--- src/rtl/c2s_pkg.sv ---
// ----------------------------------------------------------------------------
// c2s_pkg
// Shared constants, item types and the arctangent table of the cartesian to
// spherical map.
// ----------------------------------------------------------------------------
package c2s_pkg;

  localparam int FRAC_BITS     = 16;
  localparam int CORDIC_STAGES = 18;
  localparam int ANG_BITS      = 30;
  localparam int ANG_SH        = ANG_BITS - FRAC_BITS;
  localparam int SQRT_STEPS    = 32;
  localparam int LANE_W        = 48;
  localparam int ACC_W         = 36;

  localparam logic signed [ACC_W-1:0] PI_Q30      = 36'sd3373259426;
  localparam logic signed [ACC_W-1:0] HALF_PI_Q30 = 36'sd1686629713;
  localparam logic [17:0] PI_F =
    18'((64'(PI_Q30) + (64'd1 << (ANG_SH - 1))) >> ANG_SH);

  typedef enum logic [2:0] {
    CFG_RADIUS_MAX = 3'd0,
    CFG_INV_RADIUS = 3'd1,
    CFG_OMEGA      = 3'd2,
    CFG_TOLERANCE  = 3'd3,
    CFG_TIME_LIMIT = 3'd4
  } cfg_idx_e;

  typedef struct packed {
    logic signed [LANE_W-1:0] x;
    logic signed [LANE_W-1:0] y;
    logic signed [ACC_W-1:0]  acc;
  } lane_t;

  typedef struct packed {
    logic signed [31:0] x;
    logic signed [31:0] y;
    logic signed [31:0] z;
    logic [63:0]        sq_x;
    logic [63:0]        sq_y;
    logic [63:0]        sq_z;
    logic [63:0]        t_prod;
    logic               t_neg;
    logic               t_in;
    logic signed [31:0] ts;
    logic [63:0]        rem_r;
    logic [63:0]        res_r;
    logic [63:0]        rem_p;
    logic [63:0]        res_p;
    logic [63:0]        r_prod;
    logic               r_in;
    logic               axis;
    logic               z_neg;
    lane_t              th;
    lane_t              ph;
  } item_t;

  function automatic logic signed [ACC_W-1:0] atan_q30(input logic [4:0] idx);
    logic signed [ACC_W-1:0] a;
    case (idx)
      5'd0:  a = 36'sd843314856;
      5'd1:  a = 36'sd497837829;
      5'd2:  a = 36'sd263043836;
      5'd3:  a = 36'sd133525158;
      5'd4:  a = 36'sd67021686;
      5'd5:  a = 36'sd33543515;
      5'd6:  a = 36'sd16775850;
      5'd7:  a = 36'sd8388437;
      5'd8:  a = 36'sd4194282;
      5'd9:  a = 36'sd2097149;
      5'd10: a = 36'sd1048575;
      5'd11: a = 36'sd524287;
      5'd12: a = 36'sd262143;
      5'd13: a = 36'sd131071;
      5'd14: a = 36'sd65535;
      5'd15: a = 36'sd32767;
      5'd16: a = 36'sd16383;
      5'd17: a = 36'sd8191;
      5'd18: a = 36'sd4095;
      5'd19: a = 36'sd2047;
      5'd20: a = 36'sd1023;
      5'd21: a = 36'sd511;
      5'd22: a = 36'sd255;
      5'd23: a = 36'sd127;
      5'd24: a = 36'sd63;
      5'd25: a = 36'sd31;
      5'd26: a = 36'sd15;
      5'd27: a = 36'sd7;
      5'd28: a = 36'sd3;
      5'd29: a = 36'sd1;
      default: a = '0;
    endcase
    return a;
  endfunction

endpackage

--- src/rtl/c2s_cordic_cell.sv ---
// ----------------------------------------------------------------------------
// c2s_cordic_cell
// One vectoring rotation for the polar and the azimuth lanes.
// ----------------------------------------------------------------------------
module c2s_cordic_cell import c2s_pkg::*; (
  input  logic       clk_i,
  input  logic       rst_ni,
  input  logic [4:0] idx_i,
  input  logic       en_i,
  input  logic       valid_i,
  input  item_t      item_i,
  output logic       valid_o,
  output item_t      item_o
);

  logic  valid_q;
  item_t item_q, item_d;

  function automatic lane_t rotate(input lane_t l, input logic [4:0] i);
    lane_t r;
    logic signed [LANE_W-1:0] dx, dy;
    dx = l.y >>> i;
    dy = l.x >>> i;
    r  = l;
    if (!l.y[LANE_W-1]) begin
      r.x   = l.x + dx;
      r.y   = l.y - dy;
      r.acc = l.acc + atan_q30(i);
    end else begin
      r.x   = l.x - dx;
      r.y   = l.y + dy;
      r.acc = l.acc - atan_q30(i);
    end
    return r;
  endfunction

  always_comb begin
    item_d    = item_i;
    item_d.th = rotate(item_i.th, idx_i);
    item_d.ph = rotate(item_i.ph, idx_i);
  end

  always_ff @(posedge clk_i or negedge rst_ni) begin
    if (!rst_ni) begin
      valid_q <= 1'b0;
    end else if (en_i) begin
      valid_q <= valid_i;
    end
  end

  always_ff @(posedge clk_i) begin
    if (en_i) begin
      item_q <= item_d;
    end
  end

  assign valid_o = valid_q;
  assign item_o  = item_q;

endmodule
--- config.mk ---
export PLATFORM = sky130hd
export DESIGN_NAME = c2s_cordic_cell
export DESIGN_NICKNAME = d
export VERILOG_FILES = /design/src/rtl/c2s_pkg.sv /design/src/rtl/c2s_cordic_cell.sv
export SDC_FILE = /design/constraint.sdc
export NUM_CORES = 2
export LEC_CHECK = 0
export ABC_AREA = 1
export BUFFER_PORTS_ARGS = -buffer_cell sky130_fd_sc_hd__clkbuf_2
export CORE_AREA = 2 2 765 767
export CTS_CLUSTER_DIAMETER = 150
export DETAILED_ROUTE_END_ITERATION = 16
export DIE_AREA = 0 0 767 769
export PLACE_DENSITY = 0.32
export SETUP_SLACK_MARGIN = 0.4
export SLEW_MARGIN = 20
export SYNTH_ARGS = -nofsm -noshare
export SYNTH_HDL_FRONTEND = slang
export SYNTH_MEMORY_MAX_BITS = 65536
export SYNTH_SLANG_ARGS = --single-unit
--- constraint.sdc ---
create_clock -name clk_i -period 1.8 [get_ports clk_i]
set_clock_uncertainty 0.2 [all_clocks]
set_input_delay 0.18 -clock clk_i [delete_from_list [all_inputs] [get_ports clk_i]]
set_output_delay 0.18 -clock clk_i [all_outputs]
set_load 0.01 [all_outputs]
==> results.md <==
* CP Class: primary input to flop
* Status: finished with violations
* CP endpoint: item_o[63]
* Via count at 84455
* Synth area leader: edfxtp_1
* Worst-Skew Late Latency at 860 ps
* Critical Path Stages at 31
* VDD IR max at 0.000721 V
* Starting density of the core at 10.9%
* Critical-path top delay cell: xor2_4
* Pre-Repair DR Iteration Count at 6
* Final Max Tran Viols at 0
* RSZ-0062 raised after global routing: yes
* Clock period minus worst slack at 4070 ps
* Area grow syn2layout at 106%
* Hold Path Class: primary input to flop
* DRC violations left at 0
* GRT Util Overall at 24.5%
* Core area at 581000 um2
* Top cell type's share of synthesized area at 46.2%
* Syn Nets at 8992
* Max cap viols at 0
* TritonCTS Buffers at 144
* Number of synthesized flops with an enable pin at 973
* CP most frequent cell: nand3_2
* YS warnings at 0
* Port-buffer cells at 1955
* Clk slew on worst S/H paths at 60 ps
* Post-synthesis sequential area ratio at 46.3%
* ANT nets after route at 0
* Crit path max fanout at 15
* RR Endpoint: valid_o
* Least-Margin Pin Slew at 721 ps
* R2R cell count at 1
* Full die area at 590000 um2
* Filler instances at 64848
* CP Data Required Time at 2210 ps
* Mean post-synth cell area at 8.21 um2
* Worst hold slack at -384 ps
* Final WL at 755000 um
* CP max stage delay at 260 ps
* DR WL/cell at 35.2 um
* Synth Flop Type: edfxtp_1
* Final setup violation count at 847
* Final nets at 14730
* First-pass GRT wire length at 931000 um
* Worst Setup SP: idx_i[0]
* Via count of the first global-routing pass at 81969
* Area contributors post-synth: edfxtp_1, nand2_1, nand3_1
* Failing checks: hold timing, setup timing
* WP buf/inv at 9
* Startpoint Class: primary input
* Initial DRC count at 7347
* Die height at 769 um
* Worst slew margin at 51.6%
* CP arrival at 4480 ps
* Leakage at 58.1 nW
* Via-per-instance ratio at 3.94
* Power Density at 872 nW/um2
* Post-synthesis sequential element count at 974
* Number of antenna violations at the first check in global routing at 451
* Final Hold Fails at 84
* Sink Count at 974
* Post-Synthesis Cell Area at 63200 um2
* Pwr Total at 114 mW
* Min setup slack post-route at -2270 ps
* Yosys cell types at 55
* Final HPWL DP at 670000 um
* Die X at 767 um
* Flop2flop setup slack at 850 ps
* Setup crit end kind: flop
* Boundary Pins at 1956
* Largest net degree at the start of global routing at 56
* Overflow after GRT at 0
* Fraction of the cycle the final worst path needs at 226%
* Clk buf depth at 4
* Delay-heaviest family, CP: buffers and inverters
* Count leader, synth: nand2_1
* Placement row count at 280
* Top cells by count, synth: nand2_1, nand3_1, edfxtp_1
* Async SR Flop Fraction at 0.103%
* CTS H-tree depth at 4
* Mapped Cells at 7701
* Worst r2r src: valid_o
* Peak Freq at 246 MHz
* Root Buffer: clkbuf_16
* CTS tree: yes
* Layout cell share with drive strength beyond 1 at 49.4%
* Design area at 130000 um2
* GP Congestion at 1.11
* Post-DP Area at 102000 um2
[power by group]
| group | switching (mW) | internal, mW |
|---|---|---|
| clock network | 12.8 | 16.7 |
| registers | 2.07 | 28.9 |
| logic | 31.0 | 22.1 |
[cell usage in the layout, fill, tap and decap left out, types with 26 or more instances in the layout]
cell	n
edfxtp_1	973
buf_6	74
nor2_1	372
a31oi_1	34
a21oi_4	32
clkbuf_16	145
inv_2	82
nand3_1	810
xnor2_2	26
o21ai_2	109
xnor2_1	105
ha_4	102
clkbuf_2	1940
xor2_1	180
a21oi_1	196
buf_4	2534
buf_12	96
nand2_4	52
a31oi_2	36
nor2_2	152
nor2_4	92
clkbuf_1	29
a31oi_4	26
nand3_4	47
nand4_1	67
ha_1	187
xor2_2	49
diode_2	148
dlygate4sd3_1	1157
inv_1	583
buf_16	26
nand2_2	347
nand3_2	347
o21ai_1	115
o211ai_1	31
o21ai_0	137
nand2_1	1731
a21oi_2	145
[per-stage QoR]
| stage | util, % | cells | TNS, ps | setup WS (ps) |
|---|---|---|---|---|
| 2_1_floorplan | - | 7701 | -470270 | -2460 |
| 3_3_place_gp | 17.6 | 19646 | -822250 | -4050 |
| 3_5_place_dp | 17.6 | 19646 | -819110 | -3970 |
| 4_1_cts | 21.9 | 21253 | -623450 | -2160 |
| 5_1_grt | 22.4 | 21367 | -658990 | -2380 |
| 6_report | 22.4 | 21454 | -562490 | -2270 |
[kinds of logic after synthesis]
logic type               synth area share, %
flip-flops                              46.3
AND/OR/NAND/NOR                         27.7
buffers and inverters                   5.80
AO/OA/AOI/OAI                           8.90
XOR/XNOR                                5.14
multiplexers                          0.0178
adder cells (fa/ha/maj)                 6.19
[state kept, by name, indices dropped and copies added, names as in the netlist]
register and flops:
valid_o 1, item_o 973
[timing repair]
| item | in CTS | in global routing |
|---|---|---|
| pin swaps | 352 | 218 |
| hold buffers | 1156 | 1 |
| endpoints found under the setup margin | 1238 | 1238 |
| hold endpoints to repair | 1760 | 108 |
| buffers inserted | 178 | 52 |
| gates resized for setup | 1601 | 509 |
| cloned | 15 | 0 |
[how the worst min path moves through the flow]
stage,from,slack [ps],end,cells past startpoint
global placement,rst_ni,-240,valid_o,1
CTS,item_i[133],-470,item_o[133],2
floorplan,rst_ni,-320,valid_o,0
detailed placement,rst_ni,-240,valid_o,1
global route,item_i[133],-460,item_o[133],2
finish,item_i[133],-380,item_o[133],2
[area by class of cell]
type	instances	area [um2]	area share [%]
multi-input combinational	5801	39700	30.5
inverter	679	2630	2.01
clock inverter	82	906	0.695
tap	7755	9700	7.44
timing repair buffer	5839	44000	33.8
sequential	974	29200	22.4
clock buffer	176	3760	2.89
antenna	148	370	0.284
[layer usage]
metal | part of all wire (%) | track usage, %
met5 | 0.15 | 0
met1 | 41 | 29.8
met2 | 46 | 40.2
met3 | 8.5 | 8.18
met4 | 4.7 | 9.08
Note: power is estimated with default switching activity, not from simulation.
