[config.mk]
export PLATFORM = sky130hd
export DESIGN_NAME = c2s_sqrt_cell
export DESIGN_NICKNAME = d
export VERILOG_FILES = /design/src/rtl/c2s_pkg.sv /design/src/rtl/c2s_sqrt_cell.sv
export SDC_FILE = /design/constraint.sdc
export NUM_CORES = 1
export LEC_CHECK = 0
export BUFFER_PORTS_ARGS = -buffer_cell sky130_fd_sc_hd__buf_2
export CAP_MARGIN = 10
export CELL_PAD_IN_SITES_DETAIL_PLACEMENT = 1
export CELL_PAD_IN_SITES_GLOBAL_PLACEMENT = 1
export CORE_AREA = 2 2 771 773
export DETAILED_ROUTE_END_ITERATION = 6
export DIE_AREA = 0 0 773 775
export PLACE_DENSITY_LB_ADDON = 0.12
export SLEW_MARGIN = 30
export SYNTH_ARGS = -nofsm -noshare
export SYNTH_HDL_FRONTEND = slang
export SYNTH_SLANG_ARGS = --single-unit
export TNS_END_PERCENT = 20
[constraint.sdc]
create_clock -name clk_i -period 1.2 [get_ports clk_i]
set_input_delay 0.18 -clock clk_i [delete_from_list [all_inputs] [get_ports clk_i]]
set_output_delay 0.18 -clock clk_i [all_outputs]
set_load 0.05 [all_outputs]
[src/rtl/c2s_pkg.sv]
// ----------------------------------------------------------------------------
// c2s_pkg
// Shared constants, item types and the arctangent table of the cartesian to
// spherical map.
// ----------------------------------------------------------------------------
package c2s_pkg;

  localparam int FRAC_BITS     = 16;
  localparam int CORDIC_STAGES = 18;
  localparam int ANG_BITS      = 30;
  localparam int ANG_SH        = ANG_BITS - FRAC_BITS;
  localparam int SQRT_STEPS    = 32;
  localparam int LANE_W        = 48;
  localparam int ACC_W         = 36;

  localparam logic signed [ACC_W-1:0] PI_Q30      = 36'sd3373259426;
  localparam logic signed [ACC_W-1:0] HALF_PI_Q30 = 36'sd1686629713;
  localparam logic [17:0] PI_F =
    18'((64'(PI_Q30) + (64'd1 << (ANG_SH - 1))) >> ANG_SH);

  typedef enum logic [2:0] {
    CFG_RADIUS_MAX = 3'd0,
    CFG_INV_RADIUS = 3'd1,
    CFG_OMEGA      = 3'd2,
    CFG_TOLERANCE  = 3'd3,
    CFG_TIME_LIMIT = 3'd4
  } cfg_idx_e;

  typedef struct packed {
    logic signed [LANE_W-1:0] x;
    logic signed [LANE_W-1:0] y;
    logic signed [ACC_W-1:0]  acc;
  } lane_t;

  typedef struct packed {
    logic signed [31:0] x;
    logic signed [31:0] y;
    logic signed [31:0] z;
    logic [63:0]        sq_x;
    logic [63:0]        sq_y;
    logic [63:0]        sq_z;
    logic [63:0]        t_prod;
    logic               t_neg;
    logic               t_in;
    logic signed [31:0] ts;
    logic [63:0]        rem_r;
    logic [63:0]        res_r;
    logic [63:0]        rem_p;
    logic [63:0]        res_p;
    logic [63:0]        r_prod;
    logic               r_in;
    logic               axis;
    logic               z_neg;
    lane_t              th;
    lane_t              ph;
  } item_t;

  function automatic logic signed [ACC_W-1:0] atan_q30(input logic [4:0] idx);
    logic signed [ACC_W-1:0] a;
    case (idx)
      5'd0:  a = 36'sd843314856;
      5'd1:  a = 36'sd497837829;
      5'd2:  a = 36'sd263043836;
      5'd3:  a = 36'sd133525158;
      5'd4:  a = 36'sd67021686;
      5'd5:  a = 36'sd33543515;
      5'd6:  a = 36'sd16775850;
      5'd7:  a = 36'sd8388437;
      5'd8:  a = 36'sd4194282;
      5'd9:  a = 36'sd2097149;
      5'd10: a = 36'sd1048575;
      5'd11: a = 36'sd524287;
      5'd12: a = 36'sd262143;
      5'd13: a = 36'sd131071;
      5'd14: a = 36'sd65535;
      5'd15: a = 36'sd32767;
      5'd16: a = 36'sd16383;
      5'd17: a = 36'sd8191;
      5'd18: a = 36'sd4095;
      5'd19: a = 36'sd2047;
      5'd20: a = 36'sd1023;
      5'd21: a = 36'sd511;
      5'd22: a = 36'sd255;
      5'd23: a = 36'sd127;
      5'd24: a = 36'sd63;
      5'd25: a = 36'sd31;
      5'd26: a = 36'sd15;
      5'd27: a = 36'sd7;
      5'd28: a = 36'sd3;
      5'd29: a = 36'sd1;
      default: a = '0;
    endcase
    return a;
  endfunction

endpackage

[src/rtl/c2s_sqrt_cell.sv]
// ----------------------------------------------------------------------------
// c2s_sqrt_cell
// One restoring square root step for the radius and the cylinder radius.
// ----------------------------------------------------------------------------
module c2s_sqrt_cell import c2s_pkg::*; (
  input  logic       clk_i,
  input  logic       rst_ni,
  input  logic [4:0] step_i,
  input  logic       en_i,
  input  logic       valid_i,
  input  item_t      item_i,
  output logic       valid_o,
  output item_t      item_o
);

  logic  valid_q;
  item_t item_q, item_d;
  logic [63:0] bit_w;

  always_comb begin
    bit_w = 64'd1 << (6'd62 - {step_i, 1'b0});
    item_d = item_i;
    if (item_i.rem_r >= item_i.res_r + bit_w) begin
      item_d.rem_r = item_i.rem_r - (item_i.res_r + bit_w);
      item_d.res_r = (item_i.res_r >> 1) + bit_w;
    end else begin
      item_d.res_r = item_i.res_r >> 1;
    end
    if (item_i.rem_p >= item_i.res_p + bit_w) begin
      item_d.rem_p = item_i.rem_p - (item_i.res_p + bit_w);
      item_d.res_p = (item_i.res_p >> 1) + bit_w;
    end else begin
      item_d.res_p = item_i.res_p >> 1;
    end
  end

  always_ff @(posedge clk_i or negedge rst_ni) begin
    if (!rst_ni) begin
      valid_q <= 1'b0;
    end else if (en_i) begin
      valid_q <= valid_i;
    end
  end

  always_ff @(posedge clk_i) begin
    if (en_i) begin
      item_q <= item_d;
    end
  end

  assign valid_o = valid_q;
  assign item_o  = item_q;

endmodule

==> out/results.tsv, run 1 <==
metric	value	unit
grt_pass1_vias	61300	
ys_seq_area_share	59.7	%
ys_types	87	
synth_top_flop_cell	edfxtp_1	
max-cap-violations	0	
num_vias	57000	
cell_internal_pwr	88.1	mW
rsz0062_at_grt	yes	
wl	568	mm
yosys_warnings	0	
synth_common_cells	973 x edfxtp_1, 490 x nand2_1, 324 x o21ai_0	
reg2reg_from	valid_o	
switching_share	37.6	%
first_pass_iters	7	
drtIter0Drc	2667	
hold_viol	1	
worst_hold_slack	-0.142	ns
io_buffers	1955	
worst_slew_pin_slew	0.779	ns
fillers	67700	
worstSetupStartpoint	step_i[1]	
die_y	775	um
grtUsageTotal	18.3	%
io_pins	1956	
syn_inst	4068	
maxSlewViolCount	0	
max_clock_freq	0.190	GHz
final_util	18.5	%
final_layout_size_suffix_gt1_share	46.8	%
fp.dieArea	599000	sq um
min_path_type	input port to flop	
synth_edf_count	973	
synth_area	49000	sq um
ant_nets	0	
ys_seq_elements	974	
setup_violations	1301	
worstPathArrival	5.86	ns
syn2layout_area_growth	123	%
synthArstFlopShare	0.103	%
ir_worst_vdd	1150	uV
numCtsBuffers	155	
synth_area_leader_cell	edfxtp_1	
fin_nets	10300	
cp_slowest_cell	or4_1	
ff2ff_setup_slack	0.46	ns
combPwrFrac	35.2	%
max_stage_delay	0.49	ns
clk_latency	0.82	ns
rr_worst_depth	1	
path_class	input port to flop	
powerDensity	1290	nW/um^2
die_w	773	um
critical_path.max_fanout	7	
yosysMostFrequentCell	edfxtp_1	
worst_ep_required_time	1.79	ns
root_buffer	clkbuf_16	
tritoncts	built	
wire_per_inst	33.1	um
place_ws	-6.43	ns
htree_levels	4	
pwr-share-seq	31.0	%
gr-total-overflow	0	
gp_congestion	0.885	
clk_path_buf_depth	4	
final.min_clock_period	5.26	ns
p_leak	44.7	nW
grt_pass1_wl	710	mm
viasPerCell	3.32	
start_kind	input port	
syn_area_per_cell	12.0	sq um
synth_area_leaders	edfxtp_1 60%, ha_1 6.4%, nand2_1 3.8%	
synth_fp_nets	5304	
slew_headroom	46.7	%
end_kind	flop	
drcViolationCount	0	
finalClockSkew	0	ns
clkSlewWorstSetupHoldPaths	0.06	ns
rows	283	
hpwl	494	mm
tns	-1501.48	ns
run_status	finished with violations	
p_clk_share	33.7	%
worst_slack	-4.06	ns
core	592000	sq um
grt_max_degree	42	
cpMostUsedCell	buf_4	
grt_antenna_before_repair	396	
p_switching	53.1	mW
synth_top_area_share	59.7	%
start_util	8.27	%
fin_total_pwr	141	mW
crit_end	item_o[524]	
period_share	439	%
violations	negative hold slack, negative setup slack	
r2r-end	valid_o	
cts_sinks	974	
-- how the worst min path moves through the flow --
stage | start | end | cells after the start
2_1_floorplan | rst_ni | valid_o | 0
3_3_place_gp | rst_ni | valid_o | 1
3_5_place_dp | rst_ni | valid_o | 1
4_1_cts | item_i[396] | item_o[396] | 4
5_1_grt | item_i[396] | item_o[396] | 4
6_report | item_i[396] | item_o[396] | 4
-- flip-flops by register name, indices dropped and copies added, names as in the netlist --
name and count:
valid_o 1, item_o 973
-- cells by family after synthesis --
kind of cell | count (synthesis) | synth area share (%)
muxes | 14 | 0.319
adders and majority gates | 262 | 6.69
buffers and inverters | 213 | 1.77
DFF | 974 | 59.7
and+or+nand+nor | 1145 | 10.8
xor gates and xnor gates | 372 | 6.66
AOI/OAI and AO/OA | 1088 | 14.1
-- critical path, delay by kind of cell --
kind | cells | cell delay [ns]
XOR/XNOR | 1 | 0.17
buffers and inverters | 9 | 1.35
AO/OA/AOI/OAI | 8 | 1.96
multiplexers | 1 | 0.29
adder cells (fa/ha/maj) | 3 | 0.67
AND/OR/NAND/NOR | 7 | 1.17
-- layer usage --
metal	part of all wire, %	routed length, um	up-vias	GRT usage, %
li1	-	-	25700	-
met1	41	230000	28700	21.8
met2	52	296000	1975	34.3
met3	5.0	28500	611	3.59
met4	2.2	12300	116	3.21
met5	0.14	780	-	0
-- through the flow --
step	area [sq um]	std cells
finish	109000	17200
global route	109000	17100
CTS	108000	17000
detailed placement	86500	15300
global placement	86500	15300
floorplan	49200	4068
-- timing repair --
action                                  in CTS  in global routing
resized for setup                          418                264
pin swaps                                  106                120
endpoints found under the setup margin    1230               1230
gates cloned                                19                  1
hold endpoints to repair                  1128                  2
buffers inserted                            75                 44
hold buffers                              1337                  1
-- area by class of cell --
type                       count  area [sq um]  area share [%]
tap                         7837          9810            8.98
multi-input combinational   2882         21300            19.5
antenna                      122           305           0.280
clock inverter                92          1010           0.926
clock buffer                 180          4020            3.68
sequential                   974         29200            26.8
timing repair buffer        5013         43200            39.6
inverter                      68           255           0.234
-- cells in the final DEF (no fill, tap or decap), types with 29 or more instances in the layout --
cell / n
buf_2: 1588
buf_4: 1565
dlygate4sd3_1: 1338
edfxtp_1: 973
nand2_1: 452
buf_12: 440
ha_1: 229
nor2_1: 213
o21ai_0: 201
a21oi_1: 181
xnor2_1: 174
xor2_1: 173
clkbuf_16: 158
diode_2: 122
a31oi_1: 102
nand4_1: 92
a21o_1: 88
o21ai_1: 68
inv_1: 67
o21bai_1: 62
nand3_1: 51
o21ai_2: 51
buf_6: 48
a21oi_2: 40
nor2b_1: 38
nor3_1: 37
clkinv_1: 34
and2_1: 30
nand2b_1: 29
-- power groups by stage --
stage	combinational [mW]	sequential [mW]	clock, mW
final	49.8	43.8	47.6
after global placement	43.5	44.6	0
after global routing	52.2	44.2	50.6
after floorplan	7.02	53.9	0
after CTS	50.7	43.9	49.9
after detailed placement	43.4	44.4	0
(Power assumes the default switching activity.)
==> inputs of run 2 (changes only) <==
--- a/config.mk
+++ b/config.mk
@@ -5,7 +5,7 @@
 export SDC_FILE = /design/constraint.sdc
 export NUM_CORES = 1
 export LEC_CHECK = 0
-export BUFFER_PORTS_ARGS = -buffer_cell sky130_fd_sc_hd__buf_2
+export BUFFER_PORTS_ARGS = -buffer_cell sky130_fd_sc_hd__buf_4
 export CAP_MARGIN = 10
 export CELL_PAD_IN_SITES_DETAIL_PLACEMENT = 1
 export CELL_PAD_IN_SITES_GLOBAL_PLACEMENT = 1
==> run 2 against run 1 <==
The flow finishes with violations (negative setup slack); sequential share of layout area down 0.45 points; fmax fell by 1.1%; wire length increased by 0.35%; clock-buffer cell count rose by 7; critical path depth is 4 higher; sequential power down 2%; combinational power rose by 3%; register-to-register slack about the same; largest cell class unchanged; largest power group unchanged; highest routed layer unchanged.
==> out/results.tsv, run 2 (same netlist as run 1, synthesis figures left out) <==
metric	value	unit
max_stage_delay	0.48	ns
min_from	item_i[574]	
fin_nets	10300	
run_status	finished with violations	
wire_per_inst	33.2	um
io_buffers	1955	
grt_util_met1	21.5	%
cpMostUsedCell	buf_6	
clkSlewWorstSetupHoldPaths	0.05	ns
worst_ep_required_time	1.84	ns
numCtsBuffers	157	
busiest_layer	met2	
hpwl	491	mm
ir_worst_vdd	1100	uV
viasPerCell	3.31	
grt_max_degree	47	
grtUsageTotal	18.3	%
ant_nets	0	
num_vias	56900	
worstSetupStartpoint	step_i[1]	
rows	283	
max-cap-violations	0	
gp_congestion	0.896	
grt_pass1_wl	709	mm
p_leak	45.3	nW
clk_path_buf_depth	4	
syn2layout_area_growth	127	%
cp_slowest_cell	or3b_4	
largest_register_ffs	973	
grt.met3_usage	4.02	%
gr-total-overflow	0	
final_layout_size_suffix_gt1_share	50.0	%
holdPathStages	5	
htree_levels	4	
critical_path.max_fanout	6	
drcViolationCount	0	
finalClockSkew	0	ns
start_util	8.27	%
cts_sinks	974	
clk_latency	0.84	ns
wl	570	mm
reg2reg_from	valid_o	
setup_violations	1337	
core	592000	sq um
grt_pass1_vias	61400	
die_y	775	um
die_w	773	um
max_clock_freq	0.188	GHz
rr_worst_depth	1	
tritoncts	built	
root_buffer	clkbuf_16	
grt_antenna_before_repair	354	
slew_headroom	41.3	%
worst_hold_slack	0.00377	ns
layout_commonest_cell	buf_4	
fp.dieArea	599000	sq um
maxSlewViolCount	0	
path_class	input port to flop	
fin_total_pwr	143	mW
hold_viol	0	
powerDensity	1290	nW/um^2
worstPathArrival	5.97	ns
final_cell_mix	3475 x buf_4, 1327 x dlygate4sd3_1, 973 x edfxtp_1	
io_pins	1956	
worst_slew_pin_slew	0.859	ns
min_path_type	input port to flop	
first_pass_iters	5	
drtIter0Drc	2563	
start_kind	input port	
final.min_clock_period	5.33	ns
end_kind	flop	
grt_use_met2	34.0	%
violations	negative setup slack	
tns	-1475.81	ns
worst_slack	-4.13	ns
rsz0062_at_grt	yes	
period_share	444	%
## run 2: through the flow
step	std cells	util (%)	area [sq um]	setup slack [ns]
2_1_floorplan	4068	-	49200	-4.11
3_3_place_gp	15300	14.4	85400	-8.54
3_5_place_dp	15300	14.4	85400	-6.41
4_1_cts	17000	18.3	108000	-4.11
5_1_grt	17100	18.7	111000	-4.26
6_report	17200	18.8	111000	-4.13
## run 2: per-layer routing
layer,up-vias,routed length [um]
li1,25700,-
met1,28700,230000
met2,1833,296000
met3,602,29300
met4,114,14200
met5,-,731
## run 2: final cells by class
type	count	area (sq um)
diodes	117	293
clock buffers	187	4060
clock inverters	97	1090
fillers	67500	481000
inverters	68	255
multi-input cells	2882	23300
flip-flops and latches	974	29200
well taps	7837	9810
repair buffers	5018	43100
## run 2: repair_timing
action                      CTS  global route
hold buffers               1326             1
pin swaps                   215           239
setup buffers               115            68
resized for setup           706           563
setup endpoints to repair  1230          1293
hold endpoints to repair   1127             3
cloned                       28            11
## run 2: worst max-delay path: cells and delay by family
kind | cells | cell delay [ns]
and+or+nand+nor | 6 | 1.11
AOI/OAI and AO/OA | 14 | 2.26
buffers and inverters | 9 | 1.37
xor gates and xnor gates | 2 | 0.43
adders and majority gates | 2 | 0.53
## run 2: final timing paths
kind                            slack [ns]     endpoint
worst min-delay path                 0.004  item_o[574]
worst max-delay path                 -4.13  item_o[354]
worst min register to register        0.52      valid_o
worst max register to register        0.46      valid_o
min in group asynchronous             0.18      valid_o
max in group asynchronous             0.92      valid_o
## run 2: report_power, final
| part | switching [mW] | total (mW) | internal (mW) |
|---|---|---|---|
| registers | 1.78 | 43.1 | 41.3 |
| clock network | 20.1 | 48.5 | 28.4 |
| logic | 31.9 | 51.3 | 19.3 |
| total | 53.8 | 143 | 89.0 |
